--- src/rtl/svm_pkg.sv ---
// shared types and constants for the stack machine execute unit
package svm_pkg;

    // default sizes
    localparam int unsigned STACK_DEPTH_DEF = 1024;
    localparam int unsigned REG_COUNT_DEF   = 10;
    localparam int unsigned PC_WIDTH_DEF    = 16;
    localparam int unsigned Q_DEPTH         = 2;
    localparam logic [15:0] PROG_LEN_RESET  = 16'd2;

    // decoded operation codes
    typedef enum logic [3:0] {
        OP_PUSH   = 4'd0,
        OP_ADD    = 4'd1,
        OP_SUB    = 4'd2,
        OP_JUMP   = 4'd3,
        OP_POP    = 4'd4,
        OP_JLT    = 4'd5,
        OP_JGT    = 4'd6,
        OP_INC    = 4'd7,
        OP_DEC    = 4'd8,
        OP_SELECT = 4'd9,
        OP_STORE  = 4'd10,
        OP_ADDREG = 4'd11,
        OP_SUBREG = 4'd12,
        OP_NOP    = 4'd13
    } t_op;

    // result status codes
    typedef enum logic [2:0] {
        ST_OK     = 3'd0,
        ST_EMPTY  = 3'd1,
        ST_FEW    = 3'd2,
        ST_SEGV   = 3'd3,
        ST_BADTGT = 3'd4,
        ST_NOREG  = 3'd5,
        ST_OVF    = 3'd6
    } t_status;

    // back end sequencer states
    typedef enum logic {
        S_EXEC = 1'b0,
        S_READ = 1'b1
    } t_state;

    // classified instruction between front and back
    typedef struct packed {
        t_op         op;
        logic [63:0] operand;
    } t_item;

    // one result transaction
    typedef struct packed {
        t_status     status;
        logic [15:0] next_pc;
        logic [10:0] stack_depth;
        logic [63:0] top_value;
        logic [31:0] selected_reg_value;
    } t_result;

endpackage

--- src/rtl/svm_fifo.sv ---
// small register queue used between the parts of the execute unit
module svm_fifo #(
    parameter int unsigned WIDTH = 8,
    parameter int unsigned DEPTH = svm_pkg::Q_DEPTH
) (
    input  logic             i_clk,
    input  logic             i_rst_n,
    input  logic             i_push,
    input  logic [WIDTH-1:0] i_data,
    output logic             o_full,
    input  logic             i_pop,
    output logic [WIDTH-1:0] o_data,
    output logic             o_empty
);
    localparam int unsigned PW = (DEPTH > 1) ? $clog2(DEPTH) : 1;
    localparam int unsigned CW = $clog2(DEPTH + 1);

    logic [WIDTH-1:0] r_mem [DEPTH];
    logic [PW-1:0]    r_wp, r_rp, n_wp, n_rp;
    logic [CW-1:0]    r_cnt, n_cnt;
    logic             do_push, do_pop;

    assign o_full  = (r_cnt == CW'(DEPTH));
    assign o_empty = (r_cnt == '0);
    assign o_data  = r_mem[r_rp];
    assign do_push = i_push && !o_full;
    assign do_pop  = i_pop && !o_empty;

    // pointer and fill updates
    always_comb begin
        n_wp  = r_wp;
        n_rp  = r_rp;
        n_cnt = r_cnt;
        if (do_push) begin
            n_wp = (r_wp == PW'(DEPTH - 1)) ? '0 : r_wp + 1'b1;
        end
        if (do_pop) begin
            n_rp = (r_rp == PW'(DEPTH - 1)) ? '0 : r_rp + 1'b1;
        end
        if (do_push && !do_pop) begin
            n_cnt = r_cnt + 1'b1;
        end else if (do_pop && !do_push) begin
            n_cnt = r_cnt - 1'b1;
        end
    end

    // control registers
    always_ff @(posedge i_clk) begin
        if (!i_rst_n) begin
            r_wp  <= '0;
            r_rp  <= '0;
            r_cnt <= '0;
        end else begin
            r_wp  <= n_wp;
            r_rp  <= n_rp;
            r_cnt <= n_cnt;
        end
    end

    // payload storage
    always_ff @(posedge i_clk) begin
        if (do_push) begin
            r_mem[r_wp] <= i_data;
        end
    end

endmodule

--- src/rtl/svm_front.sv ---
// front end: accepts instructions, classifies the opcode and queues them
module svm_front (
    input  logic          i_clk,
    input  logic          i_rst_n,
    input  logic          i_push,
    input  logic [3:0]    i_kind,
    input  logic [63:0]   i_operand,
    output logic          o_full,
    input  logic          i_pop,
    output svm_pkg::t_item o_item,
    output logic          o_empty
);
    svm_pkg::t_item item_in;
    svm_pkg::t_op   op;

    // opcode classification, unused codes become no-ops
    always_comb begin
        case (i_kind)
            4'd0:    op = svm_pkg::OP_PUSH;
            4'd1:    op = svm_pkg::OP_ADD;
            4'd2:    op = svm_pkg::OP_SUB;
            4'd3:    op = svm_pkg::OP_JUMP;
            4'd4:    op = svm_pkg::OP_POP;
            4'd5:    op = svm_pkg::OP_JLT;
            4'd6:    op = svm_pkg::OP_JGT;
            4'd7:    op = svm_pkg::OP_INC;
            4'd8:    op = svm_pkg::OP_DEC;
            4'd9:    op = svm_pkg::OP_SELECT;
            4'd10:   op = svm_pkg::OP_STORE;
            4'd11:   op = svm_pkg::OP_ADDREG;
            4'd12:   op = svm_pkg::OP_SUBREG;
            default: op = svm_pkg::OP_NOP;
        endcase
        item_in.op      = op;
        item_in.operand = i_operand;
    end

    // decoupling queue towards the back end
    svm_fifo #(
        .WIDTH ($bits(svm_pkg::t_item)),
        .DEPTH (svm_pkg::Q_DEPTH)
    ) u_iq (
        .i_clk   (i_clk),
        .i_rst_n (i_rst_n),
        .i_push  (i_push),
        .i_data  (item_in),
        .o_full  (o_full),
        .i_pop   (i_pop),
        .o_data  (o_item),
        .o_empty (o_empty)
    );

endmodule

--- config.mk ---
export PLATFORM = sky130hd
export DESIGN_NAME = svm_front
export DESIGN_NICKNAME = d
export VERILOG_FILES = /design/src/rtl/svm_pkg.sv /design/src/rtl/svm_fifo.sv /design/src/rtl/svm_front.sv
export SDC_FILE = /design/constraint.sdc
export NUM_CORES = 1
export LEC_CHECK = 0
export BUFFER_PORTS_ARGS = -buffer_cell sky130_fd_sc_hd__buf_2
export CAP_MARGIN = 20
export CORE_ASPECT_RATIO = 1.75
export CORE_MARGIN = 4
export CORE_UTILIZATION = 47
export DETAILED_ROUTE_END_ITERATION = 8
export GPL_TIMING_DRIVEN = 0
export PLACE_DENSITY_LB_ADDON = 0.3
export SYNTH_ARGS = -nofsm -noshare
export SYNTH_HDL_FRONTEND = slang
export SYNTH_HIERARCHICAL = 1
export SYNTH_SLANG_ARGS = --single-unit
--- constraint.sdc ---
create_clock -name i_clk -period 4.1 [get_ports i_clk]
set_clock_uncertainty 0.15 [all_clocks]
set_input_delay 0 -clock i_clk [delete_from_list [all_inputs] [get_ports i_clk]]
set_output_delay 0 -clock i_clk [all_outputs]
set_load 0.1 [all_outputs]
==> out/results.txt <==
The net switching power of the design is 2.741 mW. The run gives 0 as the max-slew violation count. Counting every sink on the clock net gives 141.

After synthesis, the mean cell area works out to 21.90 um^2. Post-detailed-route wirelength per cell: 16.84 um. For the number of antenna violations at the first check in global routing, the log shows 0. Setup repair after global routing left no endpoint under its margin. The worst setup path is captured at a flip-flop. Setup violations remaining at the end of the flow were counted as 0. The H-tree was split into 4 levels.

Data on the critical path is required at its endpoint by 4.05 ns. Summed over all cells, the static leakage comes to 2.916 nW. Startpoint of the worst-slack reg-to-reg timing path: u_iq/r_cnt[0]. The leading cell type in the layout, fill and taps excluded is buf_2.

For this block, the routed nets add up to 10.44 mm of wire. Clock-pin slew was measured on the worst setup and hold paths at 0.06 ns. Headroom to the max-slew limit came out at 61.10%. The logs give 239 for the post-synthesis cell count and 3.311 mW for the cell-internal power.

The run gives 0.5861 mV as the largest vdd supply drop. The count of buffers added by post-CTS timing repair for setup was 0. The worst register-to-register path ends at u_iq/r_mem[0][12]. The root buffer selected by CTS is clkbuf_16. The ratio of cells with drive above 1 in the final layout works out to 51.84%. After the first detailed-routing iteration, the DRC count stood at 85. The number of failing hold endpoints at the final stage came out at 0. After routing, the total negative slack on setup checks comes to 0 ns.

Entering global routing, the biggest net connects 43 pins. The logs give 17 for the number of buffers inserted during clock tree synthesis and 0.7146 for the final weighted congestion of routability-driven global placement. The worst path needs 2.035 ns of the cycle, external delays included. Synthesis inferred 141 register bits. The run gives 491.3 MHz as the maximum clock frequency. The sequential cell fraction of total power was 30.8%; the post-detailed-route count of antenna-violating nets was 0. Setup slack on the worst reg-to-reg path comes out at 2.06 ns.

The worst path uses 49.64% of the clock period. TritonCTS built the clock tree. After global routing the overflow that remains totals 0. At the placement stage, the worst setup path has a slack of 2.059 ns.

The number of cells on the worst hold path is 2. The most common cell type on the critical path is buf_8. The logs give 5234 um^2 for the post-synthesis instance area and 24.0% for the clock group share of total power.

The tools report the global router's overall resource usage as 16.85%. For this run, design rule violations remaining after detail routing come to 0. For the proportion of synthesized chip area in sequential cells, the log shows 79.94%.

The area growth from synthesis to layout is 43.77%. The clock passes through at most 2 buffers. The layout filler cell count is 736, and the placed wire-length estimate is 6.642 mm. The number of global-route vias before repair is 3393, and the number of I/O port buffers is 141. Yosys mapped the design onto 24 distinct sky130hd cell types. Max-cap violations in this run came to 0. The combinational cell fraction of total power is 45.2%. The worst-margin pin slew was 0.5816 ns; the total core area was 10820 um^2.

The logs give 1.99 ns for the critical path arrival and 48.36% for the initial core utilization. The least setup slack across all paths after layout was 2.065 ns. The count of cells along the worst register-to-register path works out to 5. The path class of the tightest hold or removal check is in2reg. For this run, the slowest stage of the critical path takes 0.46 ns.

Slowest library cell on the worst path: nor3_4. The die is 147.6 um tall. The logs give 312 for the total nets after synthesis and 6 for the Yosys warning count.

After floorplanning, the core was divided into 50 placement rows. The flow ran to the end, and the final reports show no timing, DRC or antenna violations. The width of the die works out to 87.77 um. The clock reaches the later pin of the worst-skew pair after 0.40 ns. Kind of launch point of the worst setup path: a flip-flop. The tools report the endpoint of the worst hold path as u_iq/r_mem[0][45]. The iteration count of the initial detailed-routing pass came out at 4. The critical path is of the reg2reg type. The signal on the critical path passes through nand2b_1 -> inv_2 -> nor3_4 -> buf_8 -> buf_8. The library cells used most frequently in the layout, excluding fill and tap cells, are buf_2 (145), edfxtp_1 (136), dlygate4sd3_1 (73). The total via count after detailed routing came out at 3019. The die covers 12950 um^2. The via density per instance is 4.869. The worst hold path begins at i_operand[45]. 0 antenna diodes ended up in the layout. In this run the worst path has a maximum fanout of 16. For this run, the post-layout net count is 550.

Switching fraction of total power: 45.29%. For this design the top-level I/O count stands at 142. Power spread over the standard cell area amounts to 804.3 nW/um^2. The first global-routing pass estimated 16.28 mm of wire.
-- critical path, delay by kind of cell (launching register included) --
kind	cells	cell delay [ns]
flip-flops	1	0.41
AND/OR/NAND/NOR	2	0.66
buffers and inverters	3	0.52
-- synth_stat cells --
library cell	number	area (um^2)
a21boi_0	2	15.01
a21boi_1	1	7.510
a31o_1	1	8.760
and2_1	3	18.77
and3_1	1	6.260
buf_2	4	20.02
buf_6	3	33.78
clkbuf_2	1	5.000
dfxtp_1	5	100.1
edfxtp_1	136	4084
ha_1	1	12.51
inv_1	1	3.750
inv_2	1	3.750
mux2_2	48	540.5
mux2_4	20	300.3
nand2b_1	1	6.260
nor2_1	2	7.510
nor3_2	1	10.01
o21a_1	1	7.510
o21ai_0	1	5.000
o21ai_1	1	5.000
or3_1	1	6.260
xnor2_1	2	17.52
xor2_1	1	8.760
-- worst max path at each step --
stage | start | end | slack (ns) | depth (start not counted)
4_1_cts | u_iq/r_cnt[0] | u_iq/r_mem[0][32] | 2.05 | 5
2_1_floorplan | u_iq/r_cnt[0] | u_iq/r_mem[0][0] | 0.01 | 3
5_1_grt | u_iq/r_cnt[0] | u_iq/r_mem[0][32] | 1.95 | 5
6_report | u_iq/r_cnt[0] | u_iq/r_mem[0][12] | 2.06 | 5
3_3_place_gp | u_iq/r_cnt[0] | u_iq/r_mem[0][48] | -1.12 | 3
3_5_place_dp | u_iq/r_cnt[0] | u_iq/r_mem[0][32] | 2.06 | 5
-- layer usage --
| layer | global-route usage [%] | routed length (um) |
|---|---|---|
| met1 | 15.77 | 3461 |
| met2 | 32.14 | 6190 |
| met5 | 0 | 0 |
| met4 | 8.756 | 327 |
| met3 | 4.016 | 460 |
-- cell families (layout without fill, tap and decap cells) --
logic type / count (synthesis) / after routing / synth area share [%]
flip-flops: 141 / 141 / 79.94
multiplexers: 68 / 68 / 16.07
buffers and inverters: 10 / 261 / 1.267
AND/OR/NAND/NOR: 9 / 9 / 1.052
AO/OA/AOI/OAI: 7 / 7 / 0.9322
XOR/XNOR: 3 / 3 / 0.5021
adder cells (fa/ha/maj): 1 / 1 / 0.2390
-- state kept, by name (all words and copies together) (netlist names), named ones only --
name,flops
u_iq/r_cnt,2
u_iq/r_rp,1
u_iq/r_wp,1
u_iq/r_mem,136
-- timing repair --
item | 4_1_cts | 5_1_grt
gates resized for setup | 0 | 0
endpoints found under the hold margin | 147 | 0
hold buffers | 73 | 0
-- power by group through the flow --
stage,logic (mW),clock network [mW],registers [mW]
after floorplan,2.27,0,1.89
after global placement,2.60,0,1.91
after detailed placement,2.68,0,1.89
after CTS,2.75,1.49,1.86
after global routing,2.82,1.55,1.88
final,2.73,1.45,1.86
-- layout make-up --
class                      count  area [um^2]  share of cell area [%]
multi-input combinational     88        994.7                   13.22
tap                          130        162.7                   2.162
buffer                         8        58.81                  0.7815
sequential                   141         4184                   55.60
clock buffer                  19        432.9                   5.753
timing repair buffer         219         1541                   20.49
inverter                       2        7.507                 0.09977
clock inverter                13        142.6                   1.896
-- stage by stage --
stage               util, %  instances  hold WS, ns  instance area, um^2  power [mW]
global route          69.53        620       0.1576                 7525       6.258
detailed placement    57.46        515      0.04070                 6218       4.573
global placement      56.38        510      0.03719                 6102       4.510
floorplan                 -        239     -0.05113                 5234       4.158
CTS                   69.53        620       0.1513                 7525       6.107
finish                69.53        620       0.1746                 7525       6.052
(Power assumes the default switching activity.)
