$ cat src/rtl/svm_pkg.sv
// shared types and constants for the stack machine execute unit
package svm_pkg;

    // default sizes
    localparam int unsigned STACK_DEPTH_DEF = 1024;
    localparam int unsigned REG_COUNT_DEF   = 10;
    localparam int unsigned PC_WIDTH_DEF    = 16;
    localparam int unsigned Q_DEPTH         = 2;
    localparam logic [15:0] PROG_LEN_RESET  = 16'd2;

    // decoded operation codes
    typedef enum logic [3:0] {
        OP_PUSH   = 4'd0,
        OP_ADD    = 4'd1,
        OP_SUB    = 4'd2,
        OP_JUMP   = 4'd3,
        OP_POP    = 4'd4,
        OP_JLT    = 4'd5,
        OP_JGT    = 4'd6,
        OP_INC    = 4'd7,
        OP_DEC    = 4'd8,
        OP_SELECT = 4'd9,
        OP_STORE  = 4'd10,
        OP_ADDREG = 4'd11,
        OP_SUBREG = 4'd12,
        OP_NOP    = 4'd13
    } t_op;

    // result status codes
    typedef enum logic [2:0] {
        ST_OK     = 3'd0,
        ST_EMPTY  = 3'd1,
        ST_FEW    = 3'd2,
        ST_SEGV   = 3'd3,
        ST_BADTGT = 3'd4,
        ST_NOREG  = 3'd5,
        ST_OVF    = 3'd6
    } t_status;

    // back end sequencer states
    typedef enum logic {
        S_EXEC = 1'b0,
        S_READ = 1'b1
    } t_state;

    // classified instruction between front and back
    typedef struct packed {
        t_op         op;
        logic [63:0] operand;
    } t_item;

    // one result transaction
    typedef struct packed {
        t_status     status;
        logic [15:0] next_pc;
        logic [10:0] stack_depth;
        logic [63:0] top_value;
        logic [31:0] selected_reg_value;
    } t_result;

endpackage

$ cat src/rtl/svm_fifo.sv
// small register queue used between the parts of the execute unit
module svm_fifo #(
    parameter int unsigned WIDTH = 8,
    parameter int unsigned DEPTH = svm_pkg::Q_DEPTH
) (
    input  logic             i_clk,
    input  logic             i_rst_n,
    input  logic             i_push,
    input  logic [WIDTH-1:0] i_data,
    output logic             o_full,
    input  logic             i_pop,
    output logic [WIDTH-1:0] o_data,
    output logic             o_empty
);
    localparam int unsigned PW = (DEPTH > 1) ? $clog2(DEPTH) : 1;
    localparam int unsigned CW = $clog2(DEPTH + 1);

    logic [WIDTH-1:0] r_mem [DEPTH];
    logic [PW-1:0]    r_wp, r_rp, n_wp, n_rp;
    logic [CW-1:0]    r_cnt, n_cnt;
    logic             do_push, do_pop;

    assign o_full  = (r_cnt == CW'(DEPTH));
    assign o_empty = (r_cnt == '0);
    assign o_data  = r_mem[r_rp];
    assign do_push = i_push && !o_full;
    assign do_pop  = i_pop && !o_empty;

    // pointer and fill updates
    always_comb begin
        n_wp  = r_wp;
        n_rp  = r_rp;
        n_cnt = r_cnt;
        if (do_push) begin
            n_wp = (r_wp == PW'(DEPTH - 1)) ? '0 : r_wp + 1'b1;
        end
        if (do_pop) begin
            n_rp = (r_rp == PW'(DEPTH - 1)) ? '0 : r_rp + 1'b1;
        end
        if (do_push && !do_pop) begin
            n_cnt = r_cnt + 1'b1;
        end else if (do_pop && !do_push) begin
            n_cnt = r_cnt - 1'b1;
        end
    end

    // control registers
    always_ff @(posedge i_clk) begin
        if (!i_rst_n) begin
            r_wp  <= '0;
            r_rp  <= '0;
            r_cnt <= '0;
        end else begin
            r_wp  <= n_wp;
            r_rp  <= n_rp;
            r_cnt <= n_cnt;
        end
    end

    // payload storage
    always_ff @(posedge i_clk) begin
        if (do_push) begin
            r_mem[r_wp] <= i_data;
        end
    end

endmodule

$ cat config.mk
export PLATFORM = sky130hd
export DESIGN_NAME = svm_fifo
export DESIGN_NICKNAME = d
export VERILOG_FILES = /design/src/rtl/svm_pkg.sv /design/src/rtl/svm_fifo.sv
export SDC_FILE = /design/constraint.sdc
export NUM_CORES = 1
export LEC_CHECK = 0
export BUFFER_PORTS_ARGS = -buffer_cell sky130_fd_sc_hd__buf_2
export CORE_UTILIZATION = 30
export DETAILED_ROUTE_END_ITERATION = 8
export PLACE_DENSITY = 0.58
export SLEW_MARGIN = 20
export SYNTH_ARGS = -nofsm -noshare
export SYNTH_HDL_FRONTEND = slang
export SYNTH_SLANG_ARGS = --single-unit
$ cat constraint.sdc
create_clock -name i_clk -period 1.5 [get_ports i_clk]
set_input_delay 0.075 -clock i_clk [delete_from_list [all_inputs] [get_ports i_clk]]
set_output_delay 0.075 -clock i_clk [all_outputs]
set_load 0.05 [all_outputs]
==> results.toml, run 1 <==
[outcome]
run_status = "finished, final reports clean"

[timing]
rsz0062_at_grt = "true"
finalHoldViolations = 0
finalSetupViolations = 0
max_slew_margin_pct = 71.1
timing_worst_slew_pin_value_ps = 433
layout_min_cycle_time_ps = 1460
fin_setup_tns_ps = 0
period_utilisation_layout_pct = 97.2
clock.fmax_mhz = 686
finalClockSkew_ps = 2.38
report.final.slew_viol_count = 0

[die]
io_pins = 22
placeableCoreArea_um2 = 2520
initial_utilization_pct = 32.1
die_height_um = 53.9
dieArea_um2 = 2910
rows = 18
die_w_um = 53.9

[setup_path]
crit_path_top_delay_cell = "sky130_fd_sc_hd__or3_4"
timing.critical_path.to_type = "register"
worst-path-max-fanout = 3
critical_path_class = "reg -> reg"
maximum_cell_stage_delay_along_the_critical_path_ps = 380
critPathLaunch = "r_cnt[0]"
crit_path_start_kind = "register"
critPathArrivalTime_ps = 1690
worst_path_dominant_cell_family = "simple AND/OR/NAND/NOR gates"
worstReg2RegStart = "r_cnt[0]"
path_buf_inv = 1
cp.required_ps = 1730
cell_chain_of_the_critical_path = "nand2b_4 > clkinv_4 > nor2_4 > ha_4 > or3_4 > a21boi_2"

[grt]
grt-ovfl-total = 0
grt_antenna_before_repair = 0
global_route_wire_length_before_repair_um = 2130
number_of_global_route_vias_before_repair = 485
grt_max_degree = 13
grt_use_total_pct = 10.9

[power_and_ir_drop]
power_switching_uw = 830
intPower_uw = 1220
p_comb_share_pct = 46.4
power.share.clock_pct = 12.9
total_leakage_power_uw = 0.000443
ir_drop_mv = 0.982
p_per_area_nw_per_um2 = 1810
total_power_after_layout_uw = 2050
p_sw_share_pct = 40.6
power.sequential.fraction_pct = 40.7

[layout]
design.final.nets = 100
antenna_cells = 0
finish.utilization_pct = 44.9
area_growth_pct = 40.0
layout.filler_cells = 249
layout-drive-gt1-share_pct = 55.8
stdcell_area_um2 = 1130

[clock_network]
cts_tree = "built"
clock_slew_at_the_register_clock_pins_of_the_worst_setup_and_hold_paths_ps = 110
cts_htree_levels = 1
latest_clock_arrival_within_the_worst_skew_pair_ps = 290
clkSinkCount = 21
cts-buffers-inserted = 3
cts_root_buf = "sky130_fd_sc_hd__clkbuf_4"
cts-root-to-sink-buffers = 2

[logic_synthesis]
yosysTopAreaCellShare_pct = 59.4
async_flop_share_pct = 0
synthTopCellsByArea = "sky130_fd_sc_hd__edfxtp_1 (59%), sky130_fd_sc_hd__dfxtp_1 (12%), sky130_fd_sc_hd__mux2_2 (11%), sky130_fd_sc_hd__and2_1 (2.3%), sky130_fd_sc_hd__xnor2_1 (2.2%)"
post_synthesis_net_count = 63
synth_most_common_cell = "sky130_fd_sc_hd__edfxtp_1"
synthDominantAreaCellType = "sky130_fd_sc_hd__edfxtp_1"
post_synth.cell_area_avg_um2 = 16.2
yosysSeqAreaShare_pct = 71.7
post_synth_edffs = 16
yosysUniqueCellTypes = 20
syn-cell-area_um2 = 810
synth_top_flop_cell = "sky130_fd_sc_hd__edfxtp_1"
ys_ff_latch = 21
most_instantiated_cells_after_synthesis = "sky130_fd_sc_hd__edfxtp_1 (16), sky130_fd_sc_hd__mux2_2 (8), sky130_fd_sc_hd__dfxtp_1 (5)"
yosys_warnings = 0
postSynthCellCount = 50

[placed_design]
hpwl_um = 932
dpl_cell_area_um2 = 982
place.gp.congestion = 0.671
port_buffers = 21

[detailed_routing]
drc = 0
drt.antenna.violating_nets = 0
via_count = 526
detail_route.wl_per_cell_um = 12.1
post_drt_via_cell_ratio = 4.53
routed_wl_um = 1400
drtIter0Drc = 10
detail_route.first_pass.iterations = 2

[job]
cap_viol_max_count = 0

[hold_path]
worst_hold_startpoint = "i_rst_n"
min-delay-path-class = "in -> reg"
==> cells in the final DEF, fill, tap and decap left out <==
cell                            count
sky130_fd_sc_hd__o21a_1             1
sky130_fd_sc_hd__and2_1             3
sky130_fd_sc_hd__xor2_1             1
sky130_fd_sc_hd__nor3_2             1
sky130_fd_sc_hd__o21ai_2            1
sky130_fd_sc_hd__xnor2_1            2
sky130_fd_sc_hd__a21boi_0           1
sky130_fd_sc_hd__edfxtp_1          16
sky130_fd_sc_hd__clkinv_4           1
sky130_fd_sc_hd__buf_2             21
sky130_fd_sc_hd__ha_4               1
sky130_fd_sc_hd__clkinv_2           1
sky130_fd_sc_hd__inv_1              1
sky130_fd_sc_hd__buf_4              4
sky130_fd_sc_hd__dlygate4sd3_1      8
sky130_fd_sc_hd__clkbuf_4           3
sky130_fd_sc_hd__o21ai_0            1
sky130_fd_sc_hd__dfxtp_2            3
sky130_fd_sc_hd__nor2_1             1
sky130_fd_sc_hd__or3_4              1
sky130_fd_sc_hd__nand2b_4           1
sky130_fd_sc_hd__a21boi_2           1
sky130_fd_sc_hd__mux2_2             8
sky130_fd_sc_hd__nor2_4             1
sky130_fd_sc_hd__dfxtp_1            2
sky130_fd_sc_hd__and3_1             1
==> cells by family after synthesis <==
| family | after synthesis | synth area share, % |
|---|---|---|
| AND/OR/NAND/NOR | 9 | 6.80 |
| multiplexers | 8 | 11.1 |
| adder cells (fa/ha/maj) | 1 | 1.55 |
| flip-flops | 21 | 71.7 |
| XOR/XNOR | 3 | 3.25 |
| buffers and inverters | 3 | 1.54 |
| AO/OA/AOI/OAI | 5 | 4.02 |
==> flip-flops by register name (all words and copies together) (netlist names), named ones only <==
register  cells
r_mem        16
r_cnt         2
r_rp          1
r_wp          1
==> metrics by stage <==
stage | hold slack [ps] | std cells | worst slack [ps]
after floorplan | 174 | 50 | 0.474
after global placement | 265 | 103 | 73.3
after detailed placement | 267 | 103 | 15.3
after CTS | 34.9 | 115 | 2.35
after global routing | 24.2 | 116 | -25.9
final | 39.9 | 116 | 42.1
==> power groups by stage <==
stage | logic, uW | clock network (uW) | registers, uW
after floorplan | 699 | 0 | 800
after global placement | 855 | 0 | 831
after detailed placement | 857 | 0 | 836
after CTS | 879 | 280 | 828
after global routing | 1010 | 317 | 851
final | 950 | 264 | 833
==> cell type report <==
class,count,area [um2],area share [%]
Sequential cell,21,584,51.5
Multi-Input combinational cell,26,256,22.6
Timing Repair Buffer,33,215,19.0
Tap cell,30,37.5,3.31
Clock buffer,3,22.5,1.99
Inverter,2,12.5,1.10
Clock inverter,1,5.00,0.442
==> what timing repair did <==
action,4_1_cts,5_1_grt
resized for setup,2,8
endpoints found under the setup margin,9,1
hold buffers,8,0
buffers inserted,0,1
gates cloned,0,0
hold endpoints to repair,16,0
pin swaps,0,3
==> metal layers <==
metal	wire, um	part of all wire, %	track usage (%)
met1	679	49	12.6
met2	642	46	18.7
met3	78	5.6	5.08
met4	0	0	1.32
met5	0	0	0
==> worst paths after layout <==
check              to  slack, ps  depth (start not counted)
max          r_cnt[1]         40                          6
min              r_rp         40                          2
max reg2reg  r_cnt[1]         40                          6
min reg2reg  r_cnt[1]        580                          2
Note: power is estimated with default switching activity, not from simulation.
==> inputs of run 2 (changes only) <==
SETUP_SLACK_MARGIN = 0.2   (was not set)
==> results.toml, run 2 (same netlist as run 1, synthesis figures left out) <==
[detailed_routing]
detail_route.wl_per_cell_um = 12.1
routed_wl_um = 1440
drt.antenna.violating_nets = 0
post_drt_via_cell_ratio = 4.44
detail_route.first_pass.iterations = 1
drc = 0
via_count = 528
drtIter0Drc = 0

[layout]
regMostFlops = "r_mem"
area_growth_pct = 56.0
design.final.nets = 103
antenna_cells = 0
largestRegisters = "r_mem x16, r_cnt x2"
layout_commonest_cell = "sky130_fd_sc_hd__edfxtp_1"
stdcell_area_um2 = 1260
most-common-layout-cells = "sky130_fd_sc_hd__edfxtp_1 (16), sky130_fd_sc_hd__buf_2 (12), sky130_fd_sc_hd__mux2_4 (8), sky130_fd_sc_hd__dlygate4sd3_1 (8), sky130_fd_sc_hd__buf_6 (8)"
largest_reg_flops = 16
layout-drive-gt1-share_pct = 55.1

[timing]
period_utilisation_layout_pct = 93.4
finalClockSkew_ps = 1.28
max_slew_margin_pct = 83.4
rsz0062_at_grt = "true"
report.final.slew_viol_count = 0
finalHoldViolations = 0
fin_setup_tns_ps = 0
layout_min_cycle_time_ps = 1400
timing_worst_slew_pin_value_ps = 251
finalSetupViolations = 0
final.setup.worst_slack_ps = 99.7
clock.fmax_mhz = 714

[grt]
grt_antenna_before_repair = 0
grt_use_total_pct = 11.3
number_of_global_route_vias_before_repair = 553
grt_max_degree = 12
global_route_wire_length_before_repair_um = 2240
grt-ovfl-total = 0

[die]
die_height_um = 53.9
placeableCoreArea_um2 = 2520
initial_utilization_pct = 32.1
io_pins = 22
die_w_um = 53.9
dieArea_um2 = 2910
rows = 18

[setup_path]
number_of_cell_instances_on_the_worst_register_to_register_path = 7
path_buf_inv = 1
cp.required_ps = 1720
cell_chain_of_the_critical_path = "nand2b_4 > inv_8 > nor2_4 > ha_4 > xor2_1 > or3_1 > a21boi_1"
timing.critical_path.to_type = "register"
critical_path.reg2reg.endpoint = "r_cnt[1]"
crit_path_top_delay_cell = "sky130_fd_sc_hd__dfxtp_4"
worst_path_dominant_cell_family = "simple AND/OR/NAND/NOR gates"
worst-path-max-fanout = 3
maximum_cell_stage_delay_along_the_critical_path_ps = 370
critical_path_class = "reg -> reg"
worstReg2RegStart = "r_cnt[0]"
crit_path_start_kind = "register"
critPathArrivalTime_ps = 1620
r2r_slack_ps = 100

[clock_network]
cts-buffers-inserted = 3
clkSinkCount = 21
cts-root-to-sink-buffers = 2
cts_tree = "built"
cts_root_buf = "sky130_fd_sc_hd__clkbuf_4"
clock_slew_at_the_register_clock_pins_of_the_worst_setup_and_hold_paths_ps = 110
cts_htree_levels = 1
latest_clock_arrival_within_the_worst_skew_pair_ps = 290

[placed_design]
port_buffers = 21
place.gp.congestion = 0.704
detailedPlace.worstSlack_ps = 27.7
dpl_cell_area_um2 = 983
hpwl_um = 966

[hold_path]
min-delay-path-class = "in -> reg"
whs_path_depth = 2
timing.hold.worst_endpoint = "r_wp"
worst_hold_startpoint = "i_rst_n"

[power_and_ir_drop]
p_per_area_nw_per_um2 = 1820
ir_drop_mv = 1.06
total_leakage_power_uw = 0.000507

[job]
cap_viol_max_count = 0

[outcome]
run_status = "finished, final reports clean"
[run 2: area by class of cell]
cell class / instances / area [um2]
Timing Repair Buffer: 36 / 315
Fill cell: 233 / 1260
Sequential cell: 21 / 589
Inverter: 2 / 15.0
Multi-Input combinational cell: 26 / 279
Clock buffer: 4 / 26.3
Tap cell: 30 / 37.5
[run 2: worst max path at each step]
stage | startpoint | endpoint | slack [ps] | cells past startpoint
3_5_place_dp | r_cnt[1] | r_cnt[1] | 30 | 7
4_1_cts | r_cnt[0] | r_cnt[1] | 80 | 7
5_1_grt | r_cnt[0] | r_cnt[1] | 30 | 7
6_report | r_cnt[0] | r_cnt[1] | 100 | 7
2_1_floorplan | r_cnt[0] | r_cnt[1] | 50 | 7
3_3_place_gp | r_cnt[1] | r_cnt[1] | 80 | 4
[run 2: worst register-to-register path, stage by stage (launching register included)]
cell and delay, ps:
sky130_fd_sc_hd__dfxtp_4 370, sky130_fd_sc_hd__nand2b_4 160, sky130_fd_sc_hd__inv_8 60, sky130_fd_sc_hd__nor2_4 30, sky130_fd_sc_hd__ha_4 150, sky130_fd_sc_hd__xor2_1 140
sky130_fd_sc_hd__or3_1 310, sky130_fd_sc_hd__a21boi_1 120
[run 2: metrics by stage]
step                cells  hold WS, ps  util, %  power, uW
finish                119         45.9     50.0       2300
global route          119         28.7     50.0       2430
CTS                   119         37.5     49.6       2300
detailed placement    102          271     39.0       1700
global placement      102          265     39.0       1680
floorplan              50          174        -       1510
[run 2: layer usage]
metal | GRT usage, % | up-vias | wire, um
met2 | 20.2 | 15 | 733
met1 | 12.7 | 253 | 645
met5 | 0 | - | 0
li1 | - | 260 | -
met3 | 2.54 | 0 | 57
met4 | 5.26 | 0 | 0
[run 2: power by group]
| group | internal [uW] | total, uW | switching (uW) |
|---|---|---|---|
| registers | 757 | 840 | 82.8 |
| logic | 568 | 1200 | 634 |
| clock network | 103 | 257 | 154 |
[run 2: what timing repair did]
action / in CTS / in global routing
setup buffers: 5 / 0
hold buffers: 8 / 0
gates cloned: 0 / 0
setup endpoints to repair: 18 / 17
hold endpoints to repair: 16 / 0
gates resized for setup: 29 / 6
pin swaps: 2 / 1
==> inputs of run 3 (changes only) <==
PLACE_DENSITY = 0.57   (was 0.58)
clock period = 1.8 ns   (was 1.5 ns; I/O delays follow)
==> results.toml, run 3 (same netlist as run 1, synthesis figures left out) <==
[placed_design]
port_buffers = 21
dpl_cell_area_um2 = 965
place.gp.congestion = 0.619
hpwl_um = 928

[timing]
max_slew_margin_pct = 73.2
finalHoldViolations = 0
finalClockSkew_ps = 6.76
rsz0062_at_grt = "false"
report.final.slew_viol_count = 0
fin_setup_tns_ps = 0
timing_worst_slew_pin_value_ps = 403
finalSetupViolations = 0
clock.fmax_mhz = 670
layout_min_cycle_time_ps = 1490
period_utilisation_layout_pct = 82.9

[die]
die_w_um = 53.9
die_height_um = 53.9
rows = 18
initial_utilization_pct = 32.1
io_pins = 22
dieArea_um2 = 2910
placeableCoreArea_um2 = 2520

[layout]
regMostFlops = "r_mem"
antenna_cells = 0
layout_commonest_cell = "sky130_fd_sc_hd__buf_2"
design.final.nets = 98
ff_latch_area_um2 = 583
layout.filler_cells = 243
largestRegisters = "r_mem x16, r_cnt x2"
most-common-layout-cells = "sky130_fd_sc_hd__buf_2 (21), sky130_fd_sc_hd__edfxtp_1 (16), sky130_fd_sc_hd__mux2_2 (8), sky130_fd_sc_hd__dlygate4sd3_1 (8)"
stdcell_area_um2 = 1080
area_growth_pct = 33.5
area_of_the_multi_input_gates_um2 = 224
largest_reg_flops = 16
layout-drive-gt1-share_pct = 46.4

[clock_network]
cts_htree_levels = 1
latest_clock_arrival_within_the_worst_skew_pair_ps = 290
cts-root-to-sink-buffers = 2
cts_tree = "built"
cts_root_buf = "sky130_fd_sc_hd__clkbuf_4"
post_cts.repair.setup_buffers = 0
clock_slew_at_the_register_clock_pins_of_the_worst_setup_and_hold_paths_ps = 110
clkSinkCount = 21
cts-buffers-inserted = 3

[power_and_ir_drop]
total_leakage_power_uw = 0.000426
p_per_area_nw_per_um2 = 1490
ir_drop_mv = 0.830

[detailed_routing]
via_count = 493
routed_wl_um = 1320
drc = 0
detail_route.first_pass.iterations = 2
post_drt_via_cell_ratio = 4.32
drt.antenna.violating_nets = 0
detail_route.wl_per_cell_um = 11.6
drtIter0Drc = 3

[grt]
global_route_wire_length_before_repair_um = 1960
grt_antenna_before_repair = 0
grt-ovfl-total = 0
grt_max_degree = 12
grt_use_total_pct = 10.1
number_of_global_route_vias_before_repair = 465

[setup_path]
cp.required_ps = 2030
critPathArrivalTime_ps = 1730
timing.critical_path.to_type = "register"
critical_path_class = "reg -> reg"
maximum_cell_stage_delay_along_the_critical_path_ps = 440
cell_chain_of_the_critical_path = "nand2b_4 > inv_4 > nor2_1 > ha_1 > or3_1 > a21boi_1"
crit_path_top_delay_cell = "sky130_fd_sc_hd__dfxtp_1"
worst-path-max-fanout = 5
crit_path_start_kind = "register"

[hold_path]
min-delay-path-class = "in -> reg"

[job]
cap_viol_max_count = 0

[outcome]
run_status = "finished, final reports clean"
[run 3: worst max-delay path, delay by kind of cell (launching register included)]
kind                     cells  cell delay, ps
flip-flops                   1             440
buffers and inverters        1              60
AND/OR/NAND/NOR              3             480
AO/OA/AOI/OAI                1             140
adder cells (fa/ha/maj)      1             310
[run 3: through the flow]
| step | cells | util (%) | hold WS, ps | power [uW] | setup WS (ps) |
|---|---|---|---|---|---|
| floorplan | 50 | - | 189 | 1230 | 222 |
| global placement | 102 | 38.2 | 280 | 1370 | 282 |
| detailed placement | 102 | 38.2 | 285 | 1380 | 215 |
| CTS | 114 | 42.8 | 46.7 | 1630 | 219 |
| global route | 114 | 42.9 | 46.9 | 1710 | 235 |
| finish | 114 | 42.9 | 58.3 | 1610 | 307 |
[run 3: repair_timing]
item | in CTS | in global routing
hold buffers | 8 | 0
hold endpoints to repair | 16 | 0
resized for setup | 1 | 2
endpoints found under the setup margin | 1 | 8
[run 3: final timing paths]
check,slack [ps],cells after the start,to,startpoint
max,310,6,r_cnt[1],r_cnt[1]
min,60,2,r_rp,i_rst_n
max reg2reg,310,6,r_cnt[1],r_cnt[1]
min reg2reg,570,2,r_cnt[1],r_cnt[1]
[run 3: metal layers]
layer,up-vias,GRT usage [%],wire [um],share of wire [%]
li1,250,-,-,-
met1,229,12.0,633,48
met2,14,17.1,619,47
met3,0,2.54,68,5.1
met4,0,3.95,0,0
met5,-,0,0,0
[run 3: where the power goes]
group / total, uW / internal (uW) / switching [uW] / leakage [uW]
logic: 704 / 249 / 454 / 0.000220
registers: 694 / 622 / 71.5 / 0.000191
clock network: 217 / 86.1 / 131 / 0.0000150
total: 1610 / 958 / 656 / 0.000426
[run 3: layout make-up]
class                   count  area share [%]
clock buffers               4            2.43
inverters                   2           0.926
multi-input cells          26            20.7
flip-flops and latches     21            53.9
well taps                  30            3.47
repair buffers             31            18.5
